<file path="config.mk">
export PLATFORM = sky130hd
export DESIGN_NAME = wfa_div
export DESIGN_NICKNAME = d
export VERILOG_FILES = /design/src/rtl/window_function_apply_unit_assert.svh /design/src/rtl/wfa_pkg.sv /design/src/rtl/wfa_div.sv
export SDC_FILE = /design/constraint.sdc
export NUM_CORES = 1
export LEC_CHECK = 0
export ABC_AREA = 1
export BUFFER_PORTS_ARGS = -buffer_cell sky130_fd_sc_hd__buf_4
export CAP_MARGIN = 20
export CORE_MARGIN = 3
export CORE_UTILIZATION = 55
export DETAILED_ROUTE_END_ITERATION = 7
export GPL_TIMING_DRIVEN = 1
export PLACE_DENSITY = 0.79
export SLEW_MARGIN = 20
export SYNTH_ARGS = -nofsm -noshare
export SYNTH_HDL_FRONTEND = slang
export SYNTH_SLANG_ARGS = --single-unit
export TNS_END_PERCENT = 5
</file>
<file path="constraint.sdc">
create_clock -name clk -period 4.25 [get_ports clk]
set_input_delay 0.2125 -clock clk [delete_from_list [all_inputs] [get_ports clk]]
set_output_delay 0.2125 -clock clk [all_outputs]
set_load 0.01 [all_outputs]
</file>
<file path="src/rtl/window_function_apply_unit_assert.svh">
// Assertion macros shared by the window function apply unit.
// Each macro expects clk and rst in the enclosing module.
`ifndef WINDOW_FUNCTION_APPLY_UNIT_ASSERT_SVH
`define WINDOW_FUNCTION_APPLY_UNIT_ASSERT_SVH

// Property must hold at every edge outside reset.
`define WFA_ASSERT(label, prop, msg) \
  label: assert property (@(posedge clk) disable iff (rst) prop) else $error(msg);

// Condition must never be true outside reset.
`define WFA_NEVER(label, cond, msg) \
  label: assert property (@(posedge clk) disable iff (rst) !(cond)) else $error(msg);

`endif

</file>
<file path="src/rtl/wfa_pkg.sv">
// ----------------------------------------------------------------------------
// wfa_pkg
// Types, constants and tables shared by the window function apply unit.
// ----------------------------------------------------------------------------
`timescale 1ns / 1ps

package wfa_pkg;

  localparam int MAX_LENGTH_DEF  = 1024;
  localparam int SAMPLE_BITS_DEF = 16;

  localparam int KIND_W      = 3;
  localparam int LENGTH_W    = 11;
  localparam int SHAPE_W     = 13;
  localparam int CFG_DATA_W  = 13;
  localparam int CFG_INDEX_W = 2;
  localparam int QUEUE_DEPTH = 2;

  localparam logic [CFG_INDEX_W-1:0] REG_KIND   = 2'd0;
  localparam logic [CFG_INDEX_W-1:0] REG_LENGTH = 2'd1;
  localparam logic [CFG_INDEX_W-1:0] REG_SHAPE  = 2'd2;

  localparam logic [KIND_W-1:0] KIND_RECT     = 3'd0;
  localparam logic [KIND_W-1:0] KIND_HANN     = 3'd1;
  localparam logic [KIND_W-1:0] KIND_HAMMING  = 3'd2;
  localparam logic [KIND_W-1:0] KIND_BLACKMAN = 3'd3;
  localparam logic [KIND_W-1:0] KIND_BHARRIS  = 3'd4;
  localparam logic [KIND_W-1:0] KIND_KAISER   = 3'd5;

  localparam logic [LENGTH_W-1:0] LENGTH_RESET = 11'd1024;
  localparam logic [SHAPE_W-1:0]  SHAPE_RESET  = 13'd1280;

  localparam logic [15:0] COEF_ONE      = 16'd32768;
  localparam logic [5:0]  SERIES_TERMS  = 6'd50;
  localparam logic [3:0]  CORDIC_LAST   = 4'd15;
  localparam logic [4:0]  SQRT_LAST     = 5'd31;
  localparam logic [5:0]  DIV_LAST      = 6'd63;

  localparam logic signed [33:0] CORDIC_GAIN = 34'sd652032874;
  localparam logic signed [33:0] QUARTER_TURN = 34'sd1073741824;
  localparam logic signed [33:0] HALF_TURN    = 34'sd2147483648;
  localparam logic signed [33:0] Q30_ONE      = 34'sd1073741824;

  typedef struct packed {
    logic        start;
    logic [63:0] dividend;
    logic [39:0] divisor;
  } div_req_t;

  typedef struct packed {
    logic        done;
    logic [63:0] quotient;
  } div_rsp_t;

  typedef enum logic [4:0] {
    ST_IDLE,
    ST_NORM_X,
    ST_DISPATCH,
    ST_BS_Y,
    ST_BS_MHI,
    ST_BS_MLO,
    ST_BS_DIV_GO,
    ST_BS_DIV_WAIT,
    ST_BS_END,
    ST_FRAC_GO,
    ST_FRAC_WAIT,
    ST_CS_INIT,
    ST_CS_ITER,
    ST_CS_MUL,
    ST_CS_ACC,
    ST_CS_CLAMP,
    ST_KZ_M,
    ST_KZ_SQ,
    ST_KZ_U_GO,
    ST_KZ_U_WAIT,
    ST_KZ_X,
    ST_KZ_CMP,
    ST_KZ_SH,
    ST_KZ_Q_GO,
    ST_KZ_Q_WAIT,
    ST_MUL,
    ST_RND,
    ST_DONE
  } back_state_t;

  // arctangent of 2^-i in turns of 2^32 per circle
  function automatic logic [29:0] atan_turn(input logic [3:0] i);
    logic [29:0] v;
    unique case (i)
      4'd0:  v = 30'd536870912;
      4'd1:  v = 30'd316933406;
      4'd2:  v = 30'd167458907;
      4'd3:  v = 30'd85004756;
      4'd4:  v = 30'd42667331;
      4'd5:  v = 30'd21354465;
      4'd6:  v = 30'd10680862;
      4'd7:  v = 30'd5340245;
      4'd8:  v = 30'd2670163;
      4'd9:  v = 30'd1335087;
      4'd10: v = 30'd667544;
      4'd11: v = 30'd333772;
      4'd12: v = 30'd166886;
      4'd13: v = 30'd83443;
      4'd14: v = 30'd41722;
      4'd15: v = 30'd20861;
      default: v = 30'd0;
    endcase
    return v;
  endfunction

  // cosine-sum weight of harmonic h, Q2.30
  function automatic logic [29:0] cos_term(input logic [KIND_W-1:0] kind,
                                           input logic [1:0] h);
    logic [29:0] v;
    v = 30'd0;
    unique case (kind)
      KIND_HANN:     v = (h < 2'd2) ? 30'd536870912 : 30'd0;
      KIND_HAMMING: begin
        unique case (h)
          2'd0:    v = 30'd578059648;
          2'd1:    v = 30'd495682176;
          default: v = 30'd0;
        endcase
      end
      KIND_BLACKMAN: begin
        unique case (h)
          2'd0:    v = 30'd450971566;
          2'd1:    v = 30'd536870912;
          2'd2:    v = 30'd85899346;
          default: v = 30'd0;
        endcase
      end
      KIND_BHARRIS: begin
        unique case (h)
          2'd0: v = 30'd385204879;
          2'd1: v = 30'd524297395;
          2'd2: v = 30'd151698245;
          2'd3: v = 30'd12541305;
          default: v = 30'd0;
        endcase
      end
      default: v = 30'd0;
    endcase
    return v;
  endfunction

  function automatic logic [1:0] cos_harmonics(input logic [KIND_W-1:0] kind);
    logic [1:0] v;
    unique case (kind)
      KIND_BLACKMAN: v = 2'd2;
      KIND_BHARRIS:  v = 2'd3;
      default:       v = 2'd1;
    endcase
    return v;
  endfunction

endpackage

</file>
<file path="src/rtl/wfa_div.sv">
// ----------------------------------------------------------------------------
// wfa_div
// Shared restoring divider, one quotient bit per cycle, 64-bit quotient.
// ----------------------------------------------------------------------------
`timescale 1ns / 1ps

module wfa_div (
  input  logic              clk,
  input  logic              rst,
  input  wfa_pkg::div_req_t req,
  output wfa_pkg::div_rsp_t rsp
);
  import wfa_pkg::*;

  logic [39:0] rem, divisor;
  logic [63:0] quo;
  logic [5:0]  cnt;
  logic        busy, done;
  logic [40:0] rem_sh;
  logic        ge;

  assign rem_sh = {rem, quo[63]};
  assign ge     = (rem_sh >= {1'b0, divisor});

  assign rsp.done     = done;
  assign rsp.quotient = quo;

  always_ff @(posedge clk) begin
    if (req.start) begin
      rem     <= '0;
      quo     <= req.dividend;
      divisor <= req.divisor;
    end else if (busy) begin
      rem <= ge ? 40'(rem_sh - {1'b0, divisor}) : rem_sh[39:0];
      quo <= {quo[62:0], ge};
    end
  end

  always_ff @(posedge clk) begin
    if (rst) begin
      busy <= 1'b0;
      done <= 1'b0;
      cnt  <= '0;
    end else begin
      done <= 1'b0;
      if (req.start) begin
        busy <= 1'b1;
        cnt  <= '0;
      end else if (busy) begin
        cnt <= cnt + 1'b1;
        if (cnt == DIV_LAST) begin
          busy <= 1'b0;
          done <= 1'b1;
        end
      end
    end
  end

endmodule

</file>
# Yosys cells after proc, flatten, opt, wreduce, memory -nomap -nowiden
# Cells that the tools add are included.
dict set report word_totals {
  reg_bits 152
  latchBits 0
  ram_bits 0
  rom_bits 0
  inputBits 107
  out_inout_bits 65
  wordCells 21
  n_memories 0
}
dict set report classes {
  addsub 2
  mul 0
  div 0
  order_cmp 1
  eq_ne 1
  shift 0
  muxes 7
  n_bitwise 1
  reduce_logical 3
}
# op n
set ops {}
lappend ops {{$mux 64} 2}
lappend ops {{$ge 41x40->1} 1}
lappend ops {{$mux 40} 1}
lappend ops {{$sub 40x40->40} 1}
lappend ops {{$add 6x1->6 const B} 1}
lappend ops {{$eq 6x6->1 const B} 1}
lappend ops {{$mux 1} 4}
lappend ops {{$reduce_or 3->1} 1}
lappend ops {{$reduce_bool 2->1} 1}
lappend ops {{$reduce_or 2->1} 1}
lappend ops {{$not 1->1} 1}

# Longest topological paths before layout
# Gate-level depths: netlist (run 1).
dict set report depth {
  depth_word 4
  ltp_mapped 17
  ltp_nobuf 17
}

# Least setup slack after synthesis (run 1)
# No wires, ideal clock.
dict set report synth_timing {
  path_kind {reg2reg}
  start {reg busy}
  end {reg quo[0], enable pin}
  setup_ps 454
  arrival_ps 2672
  t_required_ps 3796
  path_slack_ps 1124
  path_stages_with_launch 4
  n_path_buf 1
  period_less_slack_ps 3126
  path_cell_list {dfxtp_1 > nor2_1 > inv_1 > clkbuf_1}
}
dict set report synth_between {
  elab_chain_cells 1
}
# element line
set synth_rtl {}
lappend synth_rtl {{start, declared} wfa_div.sv:18} ;# logic busy, done;
lappend synth_rtl {{start signal, assigned} wfa_div.sv:41} ;# busy <= 1'b0;
lappend synth_rtl {{start signal, assigned} wfa_div.sv:47} ;# busy <= 1'b1;
lappend synth_rtl {{start signal, assigned} wfa_div.sv:52} ;# busy <= 1'b0;
lappend synth_rtl {{$reduce_bool 2->1 (no line)} --}
lappend synth_rtl {{end signal, assigned} wfa_div.sv:31} ;# quo <= req.dividend;
lappend synth_rtl {{end signal, assigned} wfa_div.sv:35} ;# quo <= {quo[62:0], ge};
lappend synth_rtl {{end, declared} wfa_div.sv:16} ;# logic [63:0] quo;
# No other way between the ends.
# A chain may end at the register's enable or synchronous reset.

# Worst setup path after layout (run 1)
dict set report layout_timing {
  start {reg divisor[3]}
  end {reg rem[29]}
}
dict set report layout_between {
  elab_chain_cells 2
}
# element line
set layout_rtl {}
lappend layout_rtl {{start, declared} wfa_div.sv:15} ;# logic [39:0] rem, divisor;
lappend layout_rtl {{start signal, assigned} wfa_div.sv:32} ;# divisor <= req.divisor;
lappend layout_rtl {{$sub 40x40->40 or $ge 41x40->1 (tied branches)} {wfa_div.sv:34, wfa_div.sv:23}}
lappend layout_rtl {{$mux 40 *} wfa_div.sv:34} ;# rem <= ge ? 40'(rem_sh - {1'b0, divisor}) : rem_sh[39:0];
lappend layout_rtl {{end signal, assigned} wfa_div.sv:34}
lappend layout_rtl {{end, declared} wfa_div.sv:15}
# Every way passes the cells marked *; elsewhere a longest branch is shown, timed or not.

==> impl_metrics.toml, run 1 <==
[synthesis]
synth_cells = 1346
synth_top_area_frac = 0.327
synth_most_common_cell = "nand2_1"
ys_seq_area_frac = 0.428
syn_area_sq_um = 9540
synthTopCellsByArea = "edfxtp_1 (33%), nand2_1 (23%), dfxtp_1 (10%), inv_1 (8.5%), ha_1 (5.4%)"
ys_seq_elements = 152
synth_top_area_cell = "edfxtp_1"
syn_nets = 1495
syn_avg_cell_area_sq_um = 7.09
synthArstFlopShare = 0
synthTopCellsByCount = "nand2_1 (587), inv_1 (216), edfxtp_1 (104)"
synthFlopType = "edfxtp_1"
synth_edf_count = 104
yosysWarnings = 0
yosysUniqueCellTypes = 36

[worst_setup_path]
critPathLaunchType = "flop"
r2r-start = "divisor[3]"
critPathMostFrequentCell = "nand2_1"
slowest_stage = "nand2_4"
crit_arrival_ps = 3160
path_cells = "inv_1 -> ha_1 -> nand2_1 -> inv_1 -> nand2_1 -> nand2_1 -> nand2_1 -> nand3_2 -> nand2_1 -> nand3_2 -> nand2_4 -> nand2_4 -> nand2_1 -> nand3_1 -> nand2_1"
r2r_slack_ps = 1460
path_max_fanout = 42
crit_type = "flop to flop"
crit_start = "divisor[3]"
critical_path.max_stage_delay_ps = 440
crit_required_ps = 4620
endpoint_kind = "flop"

[placement]
place_congestion = 0.962
placedCellCount = 1708
dp_hpwl_microns = 18500
port_buffers = 171

[cts]
path_clk_slew_ps = 60
cts_resized = 0
cts-root-buf = "clkbuf_16"
insertion_delay_ps = 430
post_cts_buffers = 0
cts_tree = "yes"
clock_sinks = 152
htreeDepth = 4
clockBufferDepth = 2
cts_made_buffers = 17

[sta]
final_min_period_over_clock_period = 0.657
finalHoldViolations = 0
finalMaxSlewViolations = 0
fin_crit_ps = 2790
clock_skew_ps = 11.6
fmax_mhz = 358
worstMarginPinSlew_ps = 1030
rsz0062_at_grt = "no"
setup_viol = 0
slew_headroom = 0.313
fin_setup_tns_ps = 0

[route]
drt_iter0_markers = 596
post_drt_wl_per_cell_microns = 14.0
dr.pass1.iters = 5
viasPerCell = 4.92
drc_errors = 0
postRouteAntennaNets = 0
vias = 8766
routed_wl_microns = 24900

[final_layout]
fillers = 1395
drive_gt1_frac = 0.151
nets = 1696
finalNonFillerCells = 1780
syn2layout_area_growth_pct = 25.3
diodes = 0

[power]
power_switching_w = 0.000998
power.total_w = 0.00383
p_sw_frac = 0.261
leakage_nw = 6.34
peakVddDrop_uv = 284
p_seq_frac = 0.457
p_clk_frac = 0.401
p_int_w = 0.00283
comb_power_share = 0.142
power_density_nw_per_um2 = 320

[hold_path]
hold_class = "input port to flop"
min-delay-start = "rst"

[floorplan]
pin_count = 172
die_h_microns = 138
dieArea_sq_um = 19000
num_rows = 47
coreArea_sq_um = 16800
initial_utilization = 0.569
die_w_microns = 138

[grt]
grt_use_total = 0.270
grt_pass1_wl_microns = 40000
grt_max_degree = 79
grt_pass1_vias = 8396
antenna_found_initial = 0
grt_overflow = 0

[job]
drv_cap = 0

[outcome]
status = "complete, no violations"
## per-stage QoR
step | instance area [sq um] | utilization | worst slack, ps | hold slack (ps)
floorplan | 9540 | - | 1120 | 311
global placement | 11000 | 0.654 | 1530 | 391
detailed placement | 11000 | 0.654 | 1480 | 392
CTS | 12000 | 0.713 | 1480 | 34.7
global route | 12000 | 0.713 | 1130 | 33.5
finish | 12000 | 0.713 | 1460 | 42.7
## sequential cells by signal, summed over array words and instances, names as in the netlist
signal	cells
cnt	6
busy	1
divisor	40
rem	40
quo	64
done	1
## cell usage in the layout, fill, tap and decap left out, types with 2 or more instances in the layout
master,synthesis,layout
o21ai_1,18,18
nor2_4,2,2
and2_1,2,2
nand3_1,86,86
buf_4,3,175
ha_1,41,41
clkinv_4,0,2
inv_2,2,4
xor2_1,2,2
nor3_1,5,5
bufinv_16,0,2
inv_1,216,214
nor2_1,76,75
nand2_4,2,2
edfxtp_1,104,104
o21ai_0,12,12
inv_8,0,3
nand3b_1,21,21
a21oi_1,28,28
nand4_1,3,3
nand3_2,8,8
clkbuf_16,0,17
nand2_2,4,4
a31oi_1,2,2
nor2_2,6,7
clkinv_1,7,9
xnor2_1,21,21
inv_6,0,4
a21o_1,2,2
nand2_1,587,587
dfxtp_1,48,48
o21bai_1,2,2
dlygate4sd3_1,0,40
## metal layers
layer,part of all wire,GRT usage,routed length [microns]
met5,0,0,0
met4,0.014,0.0670,341
met3,0.080,0.0822,1990
met2,0.48,0.458,11900
met1,0.43,0.338,10700
## power by group through the flow
stage          logic, W  registers (W)  clock network, W
6_report       0.000543        0.00175           0.00153
5_1_grt        0.000602        0.00176           0.00162
4_1_cts        0.000547        0.00175           0.00155
3_5_place_dp   0.000515        0.00178                 0
3_3_place_gp   0.000507        0.00178                 0
2_1_floorplan  0.000234        0.00180                 0
## final cells by class
type,count,area (sq um),share of cell area
clock buffers,17,425,0.0356
clock inverters,15,166,0.0139
inverters,225,845,0.0707
multi-input cells,935,4420,0.370
flip-flops and latches,152,4080,0.342
well taps,220,275,0.0230
repair buffers,216,1730,0.145
## logic make-up after synthesis
kind of cell	synth area share
AOI/OAI and AO/OA	0.0378
DFF	0.428
and+or+nand+nor	0.349
buffers and inverters	0.108
adders and majority gates	0.0559
xor gates and xnor gates	0.0211
## worst max-delay path: cells and delay by family, from the launching register on
kind                     cells  cell delay (ps)
adder cells (fa/ha/maj)      1              280
buffers and inverters        2              140
flip-flops                   1              360
AND/OR/NAND/NOR             12             1940
## final timing paths
path	end	cells after the start
min reg2reg	rem[28]	2
min	busy	4
max	rem[29]	15
max reg2reg	rem[29]	15
## timing repair
| action | CTS | global route |
|---|---|---|
| setup endpoints to repair | 0 | 0 |
| hold buffers | 40 | 0 |
| endpoints found under the hold margin | 40 | 0 |
(Power assumes the default switching activity.)
==> inputs of run 2 (changes only) <==
Settings changed: ABC_AREA 1 to 0, CORE_UTILIZATION 55 to 50, PLACE_DENSITY 0.79 to 0.77.
Clock period 4.25 ns to 2.2 ns, I/O delays scaled along.
==> run 2 against run 1 <==
Power rose to 2.5 times the previous value. Hold slack got worse by 34 ps. The flow now finishes with violations (negative setup slack). Critical path type unchanged. Global-route usage rose by 3.0 points.
==> impl_metrics.toml, run 2 <==
[cts]
insertion_delay_ps = 440
clockBufferDepth = 2
cts_tree = "yes"
cts-root-buf = "clkbuf_16"
path_clk_slew_ps = 70
cts_made_buffers = 17
htreeDepth = 4
clock_sinks = 152

[sta]
rsz0062_at_grt = "yes"
worstMarginPinSlew_ps = 546
finalMaxSlewViolations = 0
finalHoldViolations = 0
slew_headroom = 0.631
fin_crit_ps = 3030
clock_skew_ps = 14.3
setup_ws_ps = -835
fin_setup_tns_ps = -23930
fmax_mhz = 330
setup_viol = 41
final_min_period_over_clock_period = 1.38

[worst_setup_path]
crit_type = "flop to flop"
crit_arrival_ps = 3380
slowest_stage = "a211oi_1"
endpoint_kind = "flop"
crit_required_ps = 2550
cp_num_cells = 12
crit_family = "compound AO/OA/AOI/OAI gates"
critPathLaunchType = "flop"
ff2ff_path_depth = 12
path_max_fanout = 5
critical_path_buf_inv_count = 2
critPathMostFrequentCell = "o211ai_1"
critical_path.max_stage_delay_ps = 400
path_cells = "inv_1 -> ha_4 -> a211oi_1 -> o211ai_1 -> nand4_1 -> a311oi_1 -> buf_4 -> o211ai_1 -> a31oi_2 -> o21ai_1 -> mux2_2 -> a221oi_2"

[synthesis]
synthFlopType = "edfxtp_1"
synthTopCellsByArea = "edfxtp_1 (37%), dfxtp_1 (11%), mux2_2 (8.4%), ha_1 (6.0%), mux2i_1 (3.5%)"
synthArstFlopShare = 0
ys_seq_elements = 152
syn_area_sq_um = 8530
ys_seq_area_frac = 0.479
syn_avg_cell_area_sq_um = 10.7
synth_top_area_cell = "edfxtp_1"
yosysUniqueCellTypes = 64
synth_most_common_cell = "edfxtp_1"
syn_nets = 945
synth_top_area_frac = 0.366
synth_edf_count = 104
synth_cells = 796
yosysWarnings = 0
synthTopCellsByCount = "edfxtp_1 (104), nor2_1 (69), mux2_2 (64)"

[route]
drt_iter0_markers = 782
dr.pass1.iters = 5
post_drt_wl_per_cell_microns = 19.7
viasPerCell = 5.64
routed_wl_microns = 29000
postRouteAntennaNets = 0
vias = 8307
drc_errors = 0

[final_layout]
drive_gt1_frac = 0.427
nets = 1387
largest_registers = "quo: 64 flops, divisor: 40 flops, rem: 40 flops"
largest-register = "quo"
largest_reg_flops = 64
final_common_cell = "buf_4"
syn2layout_area_growth_pct = 57.6
mostFrequentLayoutCells = "buf_4 (358), edfxtp_1 (104), dlygate4sd3_1 (101)"
fillers = 913

[power]
comb_power_share = 0.316
p_int_w = 0.00670
power.total_w = 0.00970
power_density_nw_per_um2 = 721
p_clk_frac = 0.319
peakVddDrop_uv = 605
power_switching_w = 0.00300
p_seq_frac = 0.365
p_sw_frac = 0.309
leakage_nw = 5.95

[placement]
place_congestion = 0.870
port_buffers = 171
dp_hpwl_microns = 16900

[outcome]
violations = "negative setup slack"
status = "finished, violations left"

[grt]
grt_pass1_vias = 8659
grt_use_total = 0.300
grt_pass1_wl_microns = 44000
grt_overflow = 0
grt_max_degree = 54
antenna_found_initial = 0

[floorplan]
die_w_microns = 137
num_rows = 47
dieArea_sq_um = 18700
pin_count = 172
initial_utilization = 0.513
coreArea_sq_um = 16600
die_h_microns = 137

[hold_path]
hold_path_depth = 2
hold_class = "input port to flop"

[job]
drv_cap = 0
-- run 2: final timing paths --
| check | from | to | slack (ps) |
|---|---|---|---|
| setup / recovery | divisor[7] | rem[38] | -830 |
| hold / removal | req[102] | quo[62] | 8 |
| setup reg to reg | divisor[7] | rem[38] | -830 |
| hold reg to reg | rem[14] | rem[14] | 510 |
-- run 2: timing repair --
action                                  4_1_cts  5_1_grt
hold buffers                                101        0
endpoints found under the hold margin       101        0
endpoints found under the setup margin       41       41
pin swaps                                    25       35
setup buffers                                 5        6
resized for setup                            34       41
-- run 2: layout make-up --
type | instances | area (sq um) | share of cell area
Sequential cell | 152 | 4090 | 0.304
Multi-Input combinational cell | 550 | 4450 | 0.331
Clock inverter | 15 | 183 | 0.0136
Inverter | 50 | 188 | 0.0140
Timing Repair Buffer | 467 | 3830 | 0.285
Antenna cell | 1 | 2.50 | 0.000186
Clock buffer | 17 | 425 | 0.0316
Tap cell | 220 | 275 | 0.0205
-- run 2: stage by stage --
| step | worst slack (ps) | instances | hold slack, ps | util | instance area (sq um) |
|---|---|---|---|---|---|
| after detailed placement | -766 | 1327 | 277 | 0.682 | 11400 |
| after global routing | -1000 | 1471 | -1.65 | 0.808 | 13400 |
| after global placement | -717 | 1327 | 276 | 0.682 | 11400 |
| final | -835 | 1472 | 8.30 | 0.808 | 13400 |
| after floorplan | -580 | 796 | 182 | - | 8550 |
| after CTS | -743 | 1465 | 3.89 | 0.792 | 13200 |
-- run 2: metal layers --
metal	vias to the layer above	global-route usage	share of wire
met4	0	0.129	0.041
li1	3821	-	-
met2	464	0.523	0.51
met3	100	0.0735	0.076
met5	-	0	0
met1	3922	0.352	0.38
-- run 2: power by group through the flow --
stage | clock network, W | registers, W | logic (W)
after floorplan | 0 | 0.00359 | 0.00130
after global placement | 0 | 0.00355 | 0.00251
after detailed placement | 0 | 0.00355 | 0.00256
after CTS | 0.00308 | 0.00350 | 0.00283
after global routing | 0.00322 | 0.00356 | 0.00327
final | 0.00309 | 0.00354 | 0.00307
-- run 2: cells by family after synthesis --
group / Yosys count / share of synthesized area
and+or+nand+nor: 201 / 0.114
buffers and inverters: 94 / 0.0446
muxes: 94 / 0.120
xor gates and xnor gates: 34 / 0.0349
adders and majority gates: 42 / 0.0625
DFF: 152 / 0.479
AOI/OAI and AO/OA: 179 / 0.145
==> inputs of run 3 (changes only) <==
Settings changed: CORE_UTILIZATION 50 to 35, HOLD_SLACK_MARGIN from default to 0.02, PLACE_DENSITY 0.77 to default, REMOVE_ABC_BUFFERS from default to 1.
==> run 3 against run 2 <==
The flow still finishes with violations (negative setup slack). Combinational power fell by 6%. Wire length fell by 17%. Power fell by 3.8%. Die area rose by 41%. Clock skew rose by 2.8 ps. Largest power group unchanged. Sequential power fell by 1%. Sequential share of layout area barely moved. Via count fell by 7.9%. Global-route usage fell by 12 points. Register-to-register slack improved by 190 ps. Highest routed layer unchanged. Critical endpoint is now rem[31]. Hold slack improved by 48 ps.
==> impl_metrics.toml, run 3 (synthesis gave the netlist of run 2 again) <==
[final_layout]
nets = 1382
final_common_cell = "buf_4"
largest_reg_flops = 64
multi_input_area_sq_um = 4400
fillers = 2089
mostFrequentLayoutCells = "buf_4 (351), edfxtp_1 (104), dlygate4sd3_1 (104)"
drive_gt1_frac = 0.415
stdcell_area_sq_um = 13500
post-route-util = 0.568
largest-register = "quo"
syn2layout_area_growth_pct = 57.7
seqCellArea_sq_um = 4090
diodes = 0
largest_registers = "quo: 64 flops, divisor: 40 flops, rem: 40 flops"
finalNonFillerCells = 1564

[route]
vias = 7654
viasPerCell = 4.89
drc_errors = 0
postRouteAntennaNets = 0
dr.pass1.iters = 4
routed_wl_microns = 24100
post_drt_wl_per_cell_microns = 15.4
drt_iter0_markers = 364

[power]
leakage_nw = 5.91
power.total_w = 0.00933
peakVddDrop_uv = 458
power_density_nw_per_um2 = 694

[grt]
grt_use_total = 0.185
grt_max_degree = 65
grt_pass1_wl_microns = 39600
grt_overflow = 0
antenna_found_initial = 0
grt_pass1_vias = 8077

[floorplan]
num_rows = 56
pin_count = 172
die_h_microns = 162
die_w_microns = 162
initial_utilization = 0.360
coreArea_sq_um = 23700
dieArea_sq_um = 26300

[placement]
post_dp_cell_area_sq_um = 11400
port_buffers = 171
dp_hpwl_microns = 17100
placedCellCount = 1422
place_congestion = 0.842

[sta]
finalHoldViolations = 0
worstMarginPinSlew_ps = 460
fmax_mhz = 352
setup_ws_ps = -644
rsz0062_at_grt = "yes"
fin_crit_ps = 2840
clock_skew_ps = 17.1
finalMaxSlewViolations = 0
setup_viol = 41
final_min_period_over_clock_period = 1.29
slew_headroom = 0.690
hold_slack_ps = 56.7

[cts]
cts-root-buf = "clkbuf_16"
clockBufferDepth = 2
cts_made_buffers = 17
path_clk_slew_ps = 70
htreeDepth = 4
cts_tree = "yes"
clock_sinks = 152
insertion_delay_ps = 440

[worst_setup_path]
crit_type = "flop to flop"
critPathLaunchType = "flop"
endpoint_kind = "flop"
path_max_fanout = 3
crit_arrival_ps = 3190
crit_required_ps = 2540

[outcome]
status = "finished, violations left"
violations = "negative setup slack"

[hold_path]
hold_class = "input port to flop"

[job]
drv_cap = 0
==> run 3: cell types whose count changed in the layout (fill, tap and decap cells not counted), sizes merged <==
cell         previous run  this run
buf                   366       358
clkinvlp                1         4
dlygate4sd3           101       104
clkinv                  3         1
bufinv                  2         1
diode                   1         0
inv                    59        58
==> run 3: worst paths after layout <==
check | startpoint | endpoint | slack, ps | cells past startpoint
worst max register to register | divisor[1] | rem[31] | -640 | 15
worst min register to register | cnt[5] | cnt[5] | 480 | 2
worst max-delay path | divisor[1] | rem[31] | -640 | 15
worst min-delay path | req[104] | rem[35] | 60 | 2
==> run 3: repair_timing <==
action | 4_1_cts | 5_1_grt
endpoints found under the setup margin | 41 | 41
setup buffers | 3 | 4
cloned | 0 | 0
hold buffers | 104 | 0
hold endpoints to repair | 104 | 0
resized for setup | 36 | 29
pin swaps | 40 | 19
==> run 3: worst max-delay path, cell delays in order (launching register included) <==
cell	delay, ps
edfxtp_1	430
inv_2	90
ha_4	200
nor2b_2	160
o31a_1	280
buf_4	150
buf_4	120
o21a_1	200
o21ai_1	130
buf_4	150
a211oi_2	80
nor3_1	190
buf_4	160
xnor2_1	110
mux2i_1	90
a211oi_1	210
==> run 3: per-stage QoR <==
step                      setup WS [ps]  TNS [ps]
after floorplan                   -1540   -113460
after global routing               -796    -27320
after detailed placement           -989    -26110
final                              -644    -21620
after CTS                          -700    -20340
after global placement             -848    -23780
==> run 3: final cells by class <==
type                       instances  share of cell area
sequential                       152               0.304
clock buffer                      17              0.0316
inverter                          50              0.0140
tap                              319              0.0297
timing repair buffer             462               0.282
clock inverter                    14              0.0114
multi-input combinational        550               0.327
==> run 3: where the power goes <==
part	leakage [nW]	internal, W	switching [W]
sequential	1.43	0.00335	0.000149
clock	0.274	0.00160	0.00134
combinational	4.21	0.00157	0.00132
==> run 3: layer usage <==
metal,track usage,up-vias,wire length (microns)
met5,0,-,0
met4,0.0523,0,393
met3,0.0612,29,1540
met2,0.310,193,11600
met1,0.229,3619,10600
li1,-,3813,-
